[config.mk]
export PLATFORM = sky130hd
export DESIGN_NAME = cftab_out_buf
export DESIGN_NICKNAME = d
export VERILOG_FILES = /design/src/hw/rtl/cftab_pkg.sv /design/src/hw/rtl/cftab_out_buf.sv
export SDC_FILE = /design/constraint.sdc
export NUM_CORES = 1
export LEC_CHECK = 0
export BUFFER_PORTS_ARGS = -buffer_cell sky130_fd_sc_hd__clkbuf_2
export CAP_MARGIN = 0
export CORE_ASPECT_RATIO = 0.7
export CORE_UTILIZATION = 25
export CTS_CLUSTER_SIZE = 25
export DETAILED_ROUTE_END_ITERATION = 8
export GPL_ROUTABILITY_DRIVEN = 0
export PLACE_DENSITY_LB_ADDON = 0.05
export SYNTH_ARGS = -nofsm -noshare
export SYNTH_HDL_FRONTEND = slang
export SYNTH_SLANG_ARGS = --single-unit
[constraint.sdc]
create_clock -name clk -period 3.1 [get_ports clk]
set_input_delay 0.155 -clock clk [delete_from_list [all_inputs] [get_ports clk]]
set_output_delay 0.155 -clock clk [all_outputs]
set_load 0.005 [all_outputs]
[src/hw/rtl/cftab_pkg.sv]
// ----------------------------------------------------------------------------
// cftab_pkg
// Shared types, widths and constants of the CAN frame id table.
// ----------------------------------------------------------------------------
package cftab_pkg;

    // Table size and derived widths
    localparam int ENTRIES = 64;
    localparam int SLOT_W  = (ENTRIES > 1) ? $clog2(ENTRIES) : 1;
    localparam int CNT_W   = $clog2(ENTRIES + 1);

    // Field widths
    localparam int ID_W       = 11;
    localparam int DATA_W     = 32;
    localparam int HITS_W     = 32;
    localparam int OUT_SLOT_W = 6;

    // Stream widths (fields packed from bit 0 up, padded to bytes)
    localparam int IN_FIELDS_W  = ID_W + 3 * DATA_W;
    localparam int IN_TDATA_W   = ((IN_FIELDS_W + 7) / 8) * 8;
    localparam int OUT_FIELDS_W = OUT_SLOT_W + 3 + HITS_W;
    localparam int OUT_TDATA_W  = ((OUT_FIELDS_W + 7) / 8) * 8;

    // ISO 15765-2 service byte selection
    localparam logic [DATA_W-1:0] FIRST_FRAME_SERVICE_MASK = 32'hFFFF_0000;
    localparam logic [DATA_W-1:0] OTHER_SERVICE_MASK       = 32'h00FF_FF00;
    localparam logic [7:0]        FRAME_TYPE_MASK          = 8'hF0;
    localparam logic [7:0]        FRAME_TYPE_FIRST         = 8'h10;

    // Search token walking down the cell row
    typedef struct packed {
        logic                vld;
        logic [SLOT_W-1:0]   pos;
        logic [ID_W-1:0]     id;
        logic [DATA_W-1:0]   lo;
        logic [DATA_W-1:0]   hi;
        logic [DATA_W-1:0]   ts;
        logic                done;
        logic                matched;
        logic                changed;
        logic [HITS_W-1:0]   hits;
        logic [SLOT_W-1:0]   slot;
    } token_t;

    // One result item
    typedef struct packed {
        logic                    dropped;
        logic [HITS_W-1:0]       hit_total;
        logic                    data_changed;
        logic                    matched;
        logic [OUT_SLOT_W-1:0]   slot;
    } result_t;

    // Service bytes to compare, chosen by the frame type nibble of byte 0
    function automatic logic [DATA_W-1:0] svc_mask(input logic [DATA_W-1:0] lo);
        logic [DATA_W-1:0] mask;
        if ((lo[7:0] & FRAME_TYPE_MASK) == FRAME_TYPE_FIRST)
        begin
            mask = FIRST_FRAME_SERVICE_MASK;
        end
        else
        begin
            mask = OTHER_SERVICE_MASK;
        end
        return mask;
    endfunction

endpackage

[src/hw/rtl/cftab_out_buf.sv]
// ----------------------------------------------------------------------------
// cftab_out_buf
// Output register with one skid entry for result transfers.
// ----------------------------------------------------------------------------
module cftab_out_buf (
    input  logic                clk,
    input  logic                rst_n,
    input  logic                in_vld,
    input  cftab_pkg::result_t  in_item,
    output logic                out_vld,
    input  logic                out_ready,
    output cftab_pkg::result_t  out_item,
    output logic                skid_full
);
    import cftab_pkg::*;

    logic    out_vld_reg;
    logic    skid_vld_reg;
    result_t out_reg;
    result_t skid_reg;
    logic    free;

    assign free = !out_vld_reg || out_ready;

    // Valid flags
    always_ff @(posedge clk or negedge rst_n)
    begin
        if (!rst_n)
        begin
            out_vld_reg  <= 1'b0;
            skid_vld_reg <= 1'b0;
        end
        else if (free)
        begin
            out_vld_reg  <= skid_vld_reg || in_vld;
            skid_vld_reg <= skid_vld_reg && in_vld;
        end
        else if (in_vld)
        begin
            skid_vld_reg <= 1'b1;
        end
    end

    // Payload
    always_ff @(posedge clk)
    begin
        if (free)
        begin
            if (skid_vld_reg)
            begin
                out_reg  <= skid_reg;
                skid_reg <= in_item;
            end
            else
            begin
                out_reg <= in_item;
            end
        end
        else if (in_vld)
        begin
            skid_reg <= in_item;
        end
    end

    assign out_vld   = out_vld_reg;
    assign out_item  = out_reg;
    assign skid_full = skid_vld_reg;

endmodule

Yosys cells after proc, flatten, opt, wreduce, memory -nomap -nowiden --
Index checks and enable logic that the tools add are counted.
Storage, ports and cells: word-level logic and storage cells 25, output and inout bits 43, flip-flop bits (word level) 84, input bits 45
Cells by class: equality and inequality tests 1, reduce and logical (&&, ||, !) cells 6, muxes and demuxes 6
Operators with widths (number):
- $mux 41 | 4
- $logic_or 1x1->1 | 2
- $mux 1 | 2
- $ne 2x2->1 const B | 1
- $reduce_and 2->1 | 1
- $reduce_bool 2->1 | 1
- $logic_and 1x1->1 | 1
- $logic_not 1->1 | 1

Depth between registers and ports, before layout --
depth after elaboration 4, mapped depth 3, depth with buffers taken out 2

Least setup slack after synthesis --
Ideal clock, no wire load.
kind reg2reg, start register out_vld_reg (netlist: out_vld), end register out_reg, in the netlist out_item[0], enable pin, data required time 2.705 ns, clock period less this slack 1.744 ns, path slack 1.356 ns, arrival 1.349 ns, cell stages (with the launch flop) 3, path buffers 0, setup time 0.395 ns, cells stage by stage dfrtp_1 nor2b_1 inv_1
On the way: cells in the longest elaborated chain, start to end 2
RTL lines:
- start: declaration | RTL line cftab_out_buf.sv:17 | logic out_vld_reg;
- start signal: assignment | RTL line cftab_out_buf.sv:35 | out_vld_reg <= skid_vld_reg || in_vld;
- $logic_not 1->1 | RTL line cftab_out_buf.sv:23 | assign free = !out_vld_reg || out_ready;
- $logic_or 1x1->1 | RTL line cftab_out_buf.sv:23
- named net free | RTL line cftab_out_buf.sv:21 | logic free;
- end signal: assignment | RTL line cftab_out_buf.sv:51 | out_reg <= skid_reg;
- end signal: assignment | RTL line cftab_out_buf.sv:56 | out_reg <= in_item;
- end: declaration | RTL line cftab_out_buf.sv:19 | result_t out_reg;
The timed path passes the listed nets, and every way through them passes these cells. A chain may end at the register's enable or synchronous reset.

Worst setup path in the final report --
start register skid_vld_reg (netlist: skid_full), end register skid_reg[19] (netlist name), enable pin
On the way: cells in the longest elaborated chain, start to end 2
RTL lines:
- start: declaration | RTL line cftab_out_buf.sv:18 | logic skid_vld_reg;
- start signal: assignment | RTL line cftab_out_buf.sv:36 | skid_vld_reg <= skid_vld_reg && in_vld;
- $ne 2x2->1 (no source line)
- $reduce_and 2->1 (no source line)
- end signal: assignment | RTL line cftab_out_buf.sv:52 | skid_reg <= in_item;
- end signal: assignment | RTL line cftab_out_buf.sv:61 | skid_reg <= in_item;
- end: declaration | RTL line cftab_out_buf.sv:20 | result_t skid_reg;
Every way passes these cells.

==> results.json <==
{
  "cp-startpoint": "skid_full",
  "die_w_um": 137,
  "numClockSinks": 84,
  "ir_drop_mv": 0.279,
  "dr.pass1.iters": 4,
  "grt_max_degree": 42,
  "diodes": 0,
  "setup_viol": 0,
  "wl_mm": 6.13,
  "overflow": 0,
  "r2r_slack_ns": 1.10,
  "final_cell_area_um2": 4090,
  "drt_iter0_drc": 85,
  "maxCapViolCount": 0,
  "crit_path_end_kind": "flip-flop",
  "synth.area.top_cells": "edfxtp_1 77%, mux2_4 18%, buf_6 1.8%",
  "globalRouteTotalUtil_pct": 9.78,
  "dp.cells": 381,
  "dieArea_um2": 13300,
  "cts.repair.resized": 0,
  "synth.ff_latch_count": 84,
  "fin_util_pct": 32.8,
  "syn_nets": 180,
  "grt_pass1_wl_mm": 9.31,
  "p_per_area_nw_per_um2": 665,
  "post-route-drc-count": 0,
  "chipHeight_um": 96.8,
  "total_power_mw": 2.72,
  "nFillCells": 1234,
  "preCtsSetupSlack_ns": 1.03,
  "clock_latency_ns": 0.33,
  "htree_levels": 3,
  "avgSynthCellArea_um2": 23.8,
  "vias": 1548,
  "p_leak_nw": 1.66,
  "core_area_um2": 12500,
  "syn_area_um2": 3210,
  "areaGrowthSynthToFinish_pct": 27.4,
  "hpwl_mm": 3.96,
  "post_drt_via_cell_ratio": 3.89,
  "io-pin-count": 88,
  "final_cells": 398,
  "fin_hold_ws_ns": 0.0191,
  "crit_type": "reg2reg",
  "drv_slew": 0,
  "synth_cell_types": 9,
  "grt_antenna_before_repair": 0,
  "rsz0062_at_grt": "false",
  "final_nets": 277,
  "synth_area_leader_cell": "edfxtp_1",
  "wl_per_cell_um": 15.4,
  "tns_ns": 0,
  "drive_gt1_share_pct": 61.0,
  "clkSlewWorstSetupHoldPaths_ns": 0.06,
  "synth-warning-count": 0,
  "min_period_ns": 2.00,
  "required_ns": 3.13,
  "place_area_um2": 3820,
  "worst_slew_pin_slew_ns": 0.984,
  "initial_core_util_pct": 25.8,
  "grt_pass1_vias": 1627,
  "cts_root_buf": "clkbuf_16",
  "synth_top_area_share_pct": 76.7,
  "min_from": "in_item[15]",
  "cts_setup_buffers": 0,
  "ys_seq_area_share_pct": 78.2,
  "relSlewSlack_pct": 34.3,
  "fmax_mhz": 499,
  "cts_tree": "built",
  "worst-path-max-fanout": 22,
  "postSynthCellCount": 135,
  "arrival_ns": 2.04,
  "worst_slack_ns": 1.10,
  "portBuffers": 87,
  "cts_inserted_buffers": 9,
  "post-route-period-util_pct": 64.6,
  "cts_buffer_depth": 2,
  "hold_violations": 0,
  "status": "completed",
  "worst_clock_skew_ns": 0.00457,
  "critPathLaunchType": "flip-flop",
  "fp-row-count": 34,
  "r2r-start": "skid_full",
  "hold_class": "in2reg",
  "antenna_left": 0
}
==> critical path, cell delays in order (launching register included) <==
cell and delay [ns]:
dfrtp_2 0.78, mux2_2 0.67, buf_12 0.25
==> layout by cell type, fill, tap and decap left out <==
cell	synthesis	routed
clkbuf_2	0	87
edfxtp_1	82	82
mux2_4	38	38
clkbuf_16	0	9
mux2_2	4	4
clkinv_1	0	4
dlygate4sd3_1	0	2
nor2b_1	1	1
inv_2	0	1
or3_1	1	1
maj3_2	1	1
clkbuf_1	0	1
clkinv_2	0	1
dfrtp_1	2	1
buf_12	0	1
buf_4	0	1
dfrtp_2	0	1
==> worst paths after layout <==
kind	cells past startpoint	to
min reg2reg	1	out_item[31]
max reg2reg	2	skid_reg[19]
min in group asynchronous	2	skid_full
max in group asynchronous	2	skid_full
min	1	skid_reg[15]
max	2	skid_reg[19]
==> cells by family (layout without fill, tap and decap cells) <==
logic type | Yosys count | after routing | synth area share, %
adders and majority gates | 1 | 1 | 0.351
buffers and inverters | 6 | 107 | 1.87
DFF | 84 | 84 | 78.2
and+or+nand+nor | 2 | 2 | 0.390
muxes | 42 | 42 | 19.2
==> where the power goes <==
group          internal, mW  switching (mW)
sequential             1.41          0.0519
clock                 0.526           0.405
combinational         0.188           0.141
total                  2.12           0.599
==> cell type report <==
class / instances / area [um^2] / share of cell area (%)
well taps: 162 / 203 / 4.95
repair buffers: 91 / 483 / 11.8
clock buffers: 10 / 229 / 5.60
flip-flops and latches: 84 / 2510 / 61.4
multi-input cells: 45 / 639 / 15.6
clock inverters: 5 / 20.0 / 0.489
inverters: 1 / 3.75 / 0.0917
==> synth_stat cells (all sizes together) <==
cell type,number
edfxtp,82
mux2,42
buf,5
dfrtp,2
inv,1
maj3,1
nor2b,1
or3,1
==> routing by layer <==
| layer | global-route usage, % | routed length [um] | vias to the layer above |
|---|---|---|---|
| met2 | 13.9 | 2710 | 55 |
| met4 | 3.30 | 70 | 0 |
| met3 | 4.61 | 464 | 7 |
| li1 | - | - | 723 |
| met5 | 0 | 0 | - |
| met1 | 12.9 | 2890 | 763 |
==> timing repair <==
item	in CTS	in global routing
hold buffers	2	0
hold endpoints to repair	3	0
endpoints found under the setup margin	0	0
Note: power is estimated with default switching activity, not from simulation.
