$ cat config.mk
export PLATFORM = sky130hd
export DESIGN_NAME = cftab_cell
export DESIGN_NICKNAME = d
export VERILOG_FILES = /design/src/hw/rtl/cftab_pkg.sv /design/src/hw/rtl/cftab_cell.sv
export SDC_FILE = /design/constraint.sdc
export NUM_CORES = 1
export LEC_CHECK = 0
export BUFFER_PORTS_ARGS = -buffer_cell sky130_fd_sc_hd__buf_2
export CORE_UTILIZATION = 46
export DETAILED_ROUTE_END_ITERATION = 12
export PLACE_DENSITY = 0.84
export SLEW_MARGIN = 20
export SYNTH_ARGS = -nofsm -noshare
export SYNTH_HDL_FRONTEND = slang
export SYNTH_SLANG_ARGS = --single-unit
$ cat constraint.sdc
create_clock -name clk -period 4.2 [get_ports clk]
set_clock_uncertainty 0.1 [all_clocks]
set_input_delay 0.42 -clock clk [delete_from_list [all_inputs] [get_ports clk]]
set_output_delay 0.42 -clock clk [all_outputs]
set_load 0.02 [all_outputs]
$ cat src/hw/rtl/cftab_pkg.sv
// ----------------------------------------------------------------------------
// cftab_pkg
// Shared types, widths and constants of the CAN frame id table.
// ----------------------------------------------------------------------------
package cftab_pkg;

    // Table size and derived widths
    localparam int ENTRIES = 64;
    localparam int SLOT_W  = (ENTRIES > 1) ? $clog2(ENTRIES) : 1;
    localparam int CNT_W   = $clog2(ENTRIES + 1);

    // Field widths
    localparam int ID_W       = 11;
    localparam int DATA_W     = 32;
    localparam int HITS_W     = 32;
    localparam int OUT_SLOT_W = 6;

    // Stream widths (fields packed from bit 0 up, padded to bytes)
    localparam int IN_FIELDS_W  = ID_W + 3 * DATA_W;
    localparam int IN_TDATA_W   = ((IN_FIELDS_W + 7) / 8) * 8;
    localparam int OUT_FIELDS_W = OUT_SLOT_W + 3 + HITS_W;
    localparam int OUT_TDATA_W  = ((OUT_FIELDS_W + 7) / 8) * 8;

    // ISO 15765-2 service byte selection
    localparam logic [DATA_W-1:0] FIRST_FRAME_SERVICE_MASK = 32'hFFFF_0000;
    localparam logic [DATA_W-1:0] OTHER_SERVICE_MASK       = 32'h00FF_FF00;
    localparam logic [7:0]        FRAME_TYPE_MASK          = 8'hF0;
    localparam logic [7:0]        FRAME_TYPE_FIRST         = 8'h10;

    // Search token walking down the cell row
    typedef struct packed {
        logic                vld;
        logic [SLOT_W-1:0]   pos;
        logic [ID_W-1:0]     id;
        logic [DATA_W-1:0]   lo;
        logic [DATA_W-1:0]   hi;
        logic [DATA_W-1:0]   ts;
        logic                done;
        logic                matched;
        logic                changed;
        logic [HITS_W-1:0]   hits;
        logic [SLOT_W-1:0]   slot;
    } token_t;

    // One result item
    typedef struct packed {
        logic                    dropped;
        logic [HITS_W-1:0]       hit_total;
        logic                    data_changed;
        logic                    matched;
        logic [OUT_SLOT_W-1:0]   slot;
    } result_t;

    // Service bytes to compare, chosen by the frame type nibble of byte 0
    function automatic logic [DATA_W-1:0] svc_mask(input logic [DATA_W-1:0] lo);
        logic [DATA_W-1:0] mask;
        if ((lo[7:0] & FRAME_TYPE_MASK) == FRAME_TYPE_FIRST)
        begin
            mask = FIRST_FRAME_SERVICE_MASK;
        end
        else
        begin
            mask = OTHER_SERVICE_MASK;
        end
        return mask;
    endfunction

endpackage

$ cat src/hw/rtl/cftab_cell.sv
// ----------------------------------------------------------------------------
// cftab_cell
// One table entry: compares the passing token, updates or creates the entry,
// and hands the token to the next cell.
// ----------------------------------------------------------------------------
module cftab_cell (
    input  logic                       clk,
    input  logic                       rst_n,
    input  logic                       diag_mode,
    input  logic [cftab_pkg::CNT_W-1:0] entry_count,
    input  cftab_pkg::token_t          tok_in,
    output cftab_pkg::token_t          tok_out
);
    import cftab_pkg::*;

    logic [ID_W-1:0]   id_reg;
    logic [DATA_W-1:0] lo_reg;
    logic [DATA_W-1:0] hi_reg;
    logic [DATA_W-1:0] time_reg;
    logic [HITS_W-1:0] hits_reg;
    token_t            tok_reg;
    token_t            tok_next;

    logic              live;
    logic              svc_ok;
    logic              hit;
    logic              create;
    logic              changed;
    logic [HITS_W-1:0] hits_inc;
    logic [DATA_W-1:0] mask;

    // Match and append decisions
    always_comb
    begin
        mask     = svc_mask(tok_in.lo);
        live     = CNT_W'(tok_in.pos) < entry_count;
        svc_ok   = !diag_mode || ((lo_reg & mask) == (tok_in.lo & mask));
        hit      = tok_in.vld && !tok_in.done && live && (id_reg == tok_in.id) && svc_ok;
        create   = tok_in.vld && !tok_in.done && (CNT_W'(tok_in.pos) == entry_count);
        changed  = (lo_reg != tok_in.lo) || (hi_reg != tok_in.hi);
        hits_inc = (hits_reg == '1) ? hits_reg : hits_reg + HITS_W'(1);
    end

    // Token to the neighbor
    always_comb
    begin
        tok_next     = tok_in;
        tok_next.pos = tok_in.pos + SLOT_W'(1);
        if (hit)
        begin
            tok_next.done    = 1'b1;
            tok_next.matched = 1'b1;
            tok_next.changed = changed;
            tok_next.hits    = hits_inc;
            tok_next.slot    = tok_in.pos;
        end
        else if (create)
        begin
            tok_next.done    = 1'b1;
            tok_next.matched = 1'b0;
            tok_next.changed = 1'b0;
            tok_next.hits    = '0;
            tok_next.slot    = tok_in.pos;
        end
    end

    always_ff @(posedge clk or negedge rst_n)
    begin
        if (!rst_n)
        begin
            tok_reg <= '0;
        end
        else
        begin
            tok_reg <= tok_next;
        end
    end

    // Entry storage
    always_ff @(posedge clk)
    begin
        if (hit)
        begin
            lo_reg   <= tok_in.lo;
            hi_reg   <= tok_in.hi;
            hits_reg <= hits_inc;
            if (changed)
            begin
                time_reg <= tok_in.ts;
            end
        end
        else if (create)
        begin
            id_reg   <= tok_in.id;
            lo_reg   <= tok_in.lo;
            hi_reg   <= tok_in.hi;
            time_reg <= tok_in.ts;
            hits_reg <= '0;
        end
    end

    assign tok_out = tok_reg;

endmodule

* Word-level counts from Yosys, hierarchy flattened
Cells that the tools add are included.
Cells by class: bitwise operators 3, reduce and logical (&&, ||, !) cells 11, order comparisons 1, muxes and demuxes 10, $add $sub $neg 2, equality and inequality tests 7
Operators by type and width (number):
- $mux 32 | 8
- $mux 41 | 2
- $and 32x32->32 | 2
- $ne 32x32->1 | 2
- $add 32x1->32 const B | 1
- $eq 32x32->1 | 1
- $eq 32x32->1 const B | 1
- $eq 11x11->1 | 1
- $eq 6x7->1 | 1
- $lt 6x7->1 | 1
- $add 6x1->6 const B | 1
- $logic_and 1x1->1 | 5
- $eq 4x1->1 const B | 1
- $logic_not 1->1 | 2
- $logic_or 1x1->1 | 2
- $reduce_and 2->1 | 1
- $reduce_bool 2->1 | 1
- $not 1->1 | 1
Word-level totals: word-level logic and storage cells 49, output and inout port bits 155, register bits 262

* Depth between registers and ports, before layout
depth in word-level cells 8, mapped depth 10

* Least setup slack after synthesis
Ideal clock, no wire load.
path kind input-to-reg, start in tok_in[110] (netlist bit), end reg hi_reg[0], enable pin, data required time 3.200 ns, slack -0.189 ns, data arrival time 3.389 ns, stages on the path 6, buffers on the path 1, cells stage by stage or4b_4 > a211oi_2 > a31oi_1 > nand3_1 > clkbuf_1 > nand2_1
Between the ends: longest elaborated chain between the ends 7, elaborated cells on any way between the ends 8, those cells by class 2 x eq/ne; 1 x mux; 2 x bitwise; 3 x reduce/logical
Ends and longest elaborated chain:
- from (decl) | RTL line cftab_cell.sv:11 | input cftab_pkg::token_t tok_in,
- $eq 4x1->1 | RTL line cftab_pkg.sv:57 | if ((lo[7:0] & FRAME_TYPE_MASK) == FRAME_TYPE_FIRST)
- $mux 32 | RTL line cftab_pkg.sv:57
- $and 32x32->32 | RTL line cftab_cell.sv:37 | svc_ok = !diag_mode || ((lo_reg & mask) == (tok_in.lo & mask));
- $eq 32x32->1 * | RTL line cftab_cell.sv:37
- $logic_or 1x1->1 * | RTL line cftab_cell.sv:37
- $logic_and 1x1->1 * | RTL line cftab_cell.sv:38 | hit = tok_in.vld && !tok_in.done && live && (id_reg == tok_in.id) && svc_ok;
- $reduce_bool 2->1 (no line) *
- to (signal assigned) | RTL line cftab_cell.sv:85 | hi_reg <= tok_in.hi;
- to (signal assigned) | RTL line cftab_cell.sv:96 | hi_reg <= tok_in.hi;
- to (decl) | RTL line cftab_cell.sv:18 | logic [DATA_W-1:0] hi_reg;
Mark *: on every way between the ends. The rest lies on a longest branch, timed or not. A chain may end at the register's enable or synchronous reset.

==> flow_summary.json <==
{
  "cts.clk_slew.worst_paths_ps": 60,
  "grt_start_max_net_pins": 105,
  "combPwrFrac_pct": 9.4,
  "ctsHoldBuffers": 133,
  "synth.area.top_cells": "dfrtp_1 (39%), edfxtp_1 (33%), xor2_1 (5.6%)",
  "period_share_pct": 74.52,
  "ctsLongestPathBuffers": 3,
  "ios": 320,
  "p_per_area_nw_per_um2": 411.3,
  "cts_buffers": 27,
  "num_rows": 53,
  "core_area_um2": 21020,
  "wirelength_mm": 25.89,
  "worstSetupPathType": "input port to flip-flop",
  "holdCritStartpoint": "tok_in[2]",
  "clock_latency_ps": 540,
  "synth_top_cell_area_share_pct": 39.24,
  "h-tree-depth": 1,
  "grt_usage_pct": 23.25,
  "syn_area_um2": 9884,
  "critical_path_required_ps": 4520,
  "die_height_um": 148.6,
  "r2r-end": "tok_out[6]",
  "final_hold_viol_count": 0,
  "die_w_um": 148.6,
  "dr.pass1.iters": 4,
  "ctsRootBufferMaster": "clkbuf_16",
  "cts.sinks": 262,
  "r2r_slack_ps": 1200,
  "routedWlPerCell_um": 18.65,
  "ant_nets": 0,
  "switching_share_pct": 22.67,
  "slew_headroom_pct": 30.78,
  "drv_slew": 0,
  "min_period_ps": 3130,
  "worstSetupStartpointType": "input port",
  "start_util_pct": 47.02,
  "layout-drive-gt1-share_pct": 37.78,
  "seqPwrFrac_pct": 47.8,
  "largest_reg_flops": 155,
  "syn_to_final_growth_pct": 42.61,
  "maxCapViolCount": 0,
  "reg2reg_from": "lo_reg[14]",
  "vdd_drop_max_uv": 387.9,
  "rr_worst_depth": 6,
  "power.switching_w": 0.001315,
  "ys_seq_area_share_pct": 71.75,
  "worstPathArrival_ps": 3450,
  "hold_class": "input port to flip-flop",
  "yosysUniqueCellTypes": 51,
  "tns_ps": 0,
  "synth-edff-count": 107,
  "max_slew.worst_pin.slew_ps": 1035,
  "drc": 0,
  "synth_ff_type": "dfrtp_1",
  "synthCells": 614,
  "final_cell_mix": "buf_2 (318), dfrtp_1 (155), dlygate4sd3_1 (133), edfxtp_1 (107), xor2_1 (63)",
  "die_area_um2": 22080,
  "synthArstFlopShare_pct": 59.16,
  "avgSynthCellArea_um2": 16.10,
  "final_common_cell": "buf_2",
  "drt-initial-drc-count": 245,
  "fin_util_pct": 67.06,
  "grt_first_pass_wirelength_mm": 39.36,
  "port_buffers": 319,
  "hold_path_end": "tok_out[2]",
  "rsz0062_at_grt": "false",
  "holdPathStages": 2,
  "timing.final.ws_setup_ps": 1070,
  "dpl.hpwl_mm": 16.23,
  "synth.largest_area_cell": "dfrtp_1",
  "nNetsFinal": 1261,
  "post_cts_buffers": 0,
  "outcome": "finished clean",
  "cts_resized": 0,
  "setup_viol": 0,
  "yosys_register_bits": 262,
  "critPathCaptureType": "flip-flop",
  "antenna_found_initial": 4,
  "syn_nets": 787,
  "p_leak_nw": 5.986,
  "clockPowerShare_pct": 42.8,
  "grt_overflow": 0,
  "ys.warnings.count": 0,
  "gp_congestion": 0.8988,
  "vias": 6946,
  "cp_max_fo": 34,
  "post-place-ws_ps": 1130,
  "tritoncts": "done",
  "p_int_w": 0.004483,
  "avgViaCountPerCell": 5.004,
  "max_clock_freq_ghz": 0.3195,
  "grt_pass1_vias": 7303
}
layer usage:
layer | up-vias | GRT usage (%) | wire [µm]
met4 | 0 | 7.784 | 856
met3 | 60 | 4.785 | 1917
met2 | 336 | 41.00 | 13090
li1 | 3157 | - | -
met1 | 3393 | 28.32 | 10020
met5 | - | 0 | 0
power groups by stage:
| stage | Clock (W) | Combinational, W | Sequential (W) |
|---|---|---|---|
| CTS | 0.00252 | 0.000541 | 0.00277 |
| floorplan | 0 | 0.0000858 | 0.00292 |
| detailed placement | 0 | 0.000441 | 0.00282 |
| global placement | 0 | 0.000432 | 0.00281 |
| global route | 0.00262 | 0.000583 | 0.00277 |
| finish | 0.00248 | 0.000545 | 0.00277 |
worst max-delay path: stages:
cell and delay [ps]:
dlygate4sd3_1 530, buf_2 130, xor2_1 130, nor4_1 450, nand2_1 210, a311oi_2 470
nand2_2 650, o2bb2ai_1 430
layout make-up:
class	instances	area, µm²
tap	275	344.1
clock inverter	13	133.9
antenna	4	10.01
fill	1421	6925
clock buffer	37	815.8
multi-input combinational	331	2679
sequential	262	7092
inverter	8	30.03
timing repair buffer	458	2992
how the worst max path moves through the flow:
stage	start	end	slack [ps]
finish	tok_in[120]	tok_out[6]	1070
global route	tok_in[119]	tok_out[6]	850
CTS	tok_in[120]	tok_out[6]	1010
detailed placement	tok_in[134]	hi_reg[20]	1130
global placement	tok_in[134]	hi_reg[3]	1220
floorplan	tok_in[110]	hi_reg[0]	770
cell usage after synthesis (all sizes together), types with 9 or more instances:
cell type    n
dfrtp      155
edfxtp     107
xor2        63
xnor2       45
nor2        44
o2bb2ai     32
nand2       20
nand3       19
nand4       17
nor4        15
and3         9
and4         9
kinds of logic after synthesis:
| kind of cell | synth area share, % |
|---|---|
| simple gates | 8.962 |
| compound gates | 6.519 |
| fa+ha+maj | 1.013 |
| flops | 71.75 |
| mux | 0.8860 |
| xor+xnor | 9.570 |
| buf+inv | 1.304 |
per-stage QoR:
stage               total power (W)  instances  cell area, µm²  hold WS [ps]
finish                     0.005798       1388           14100         10.71
global route               0.005977       1388           14100         1.126
CTS                        0.005831       1384           14090        0.1022
detailed placement         0.003256       1201           11810         429.6
global placement           0.003244       1201           11810         428.2
floorplan                  0.003006        614            9887         24.41
Note: power is estimated with default switching activity, not from simulation.
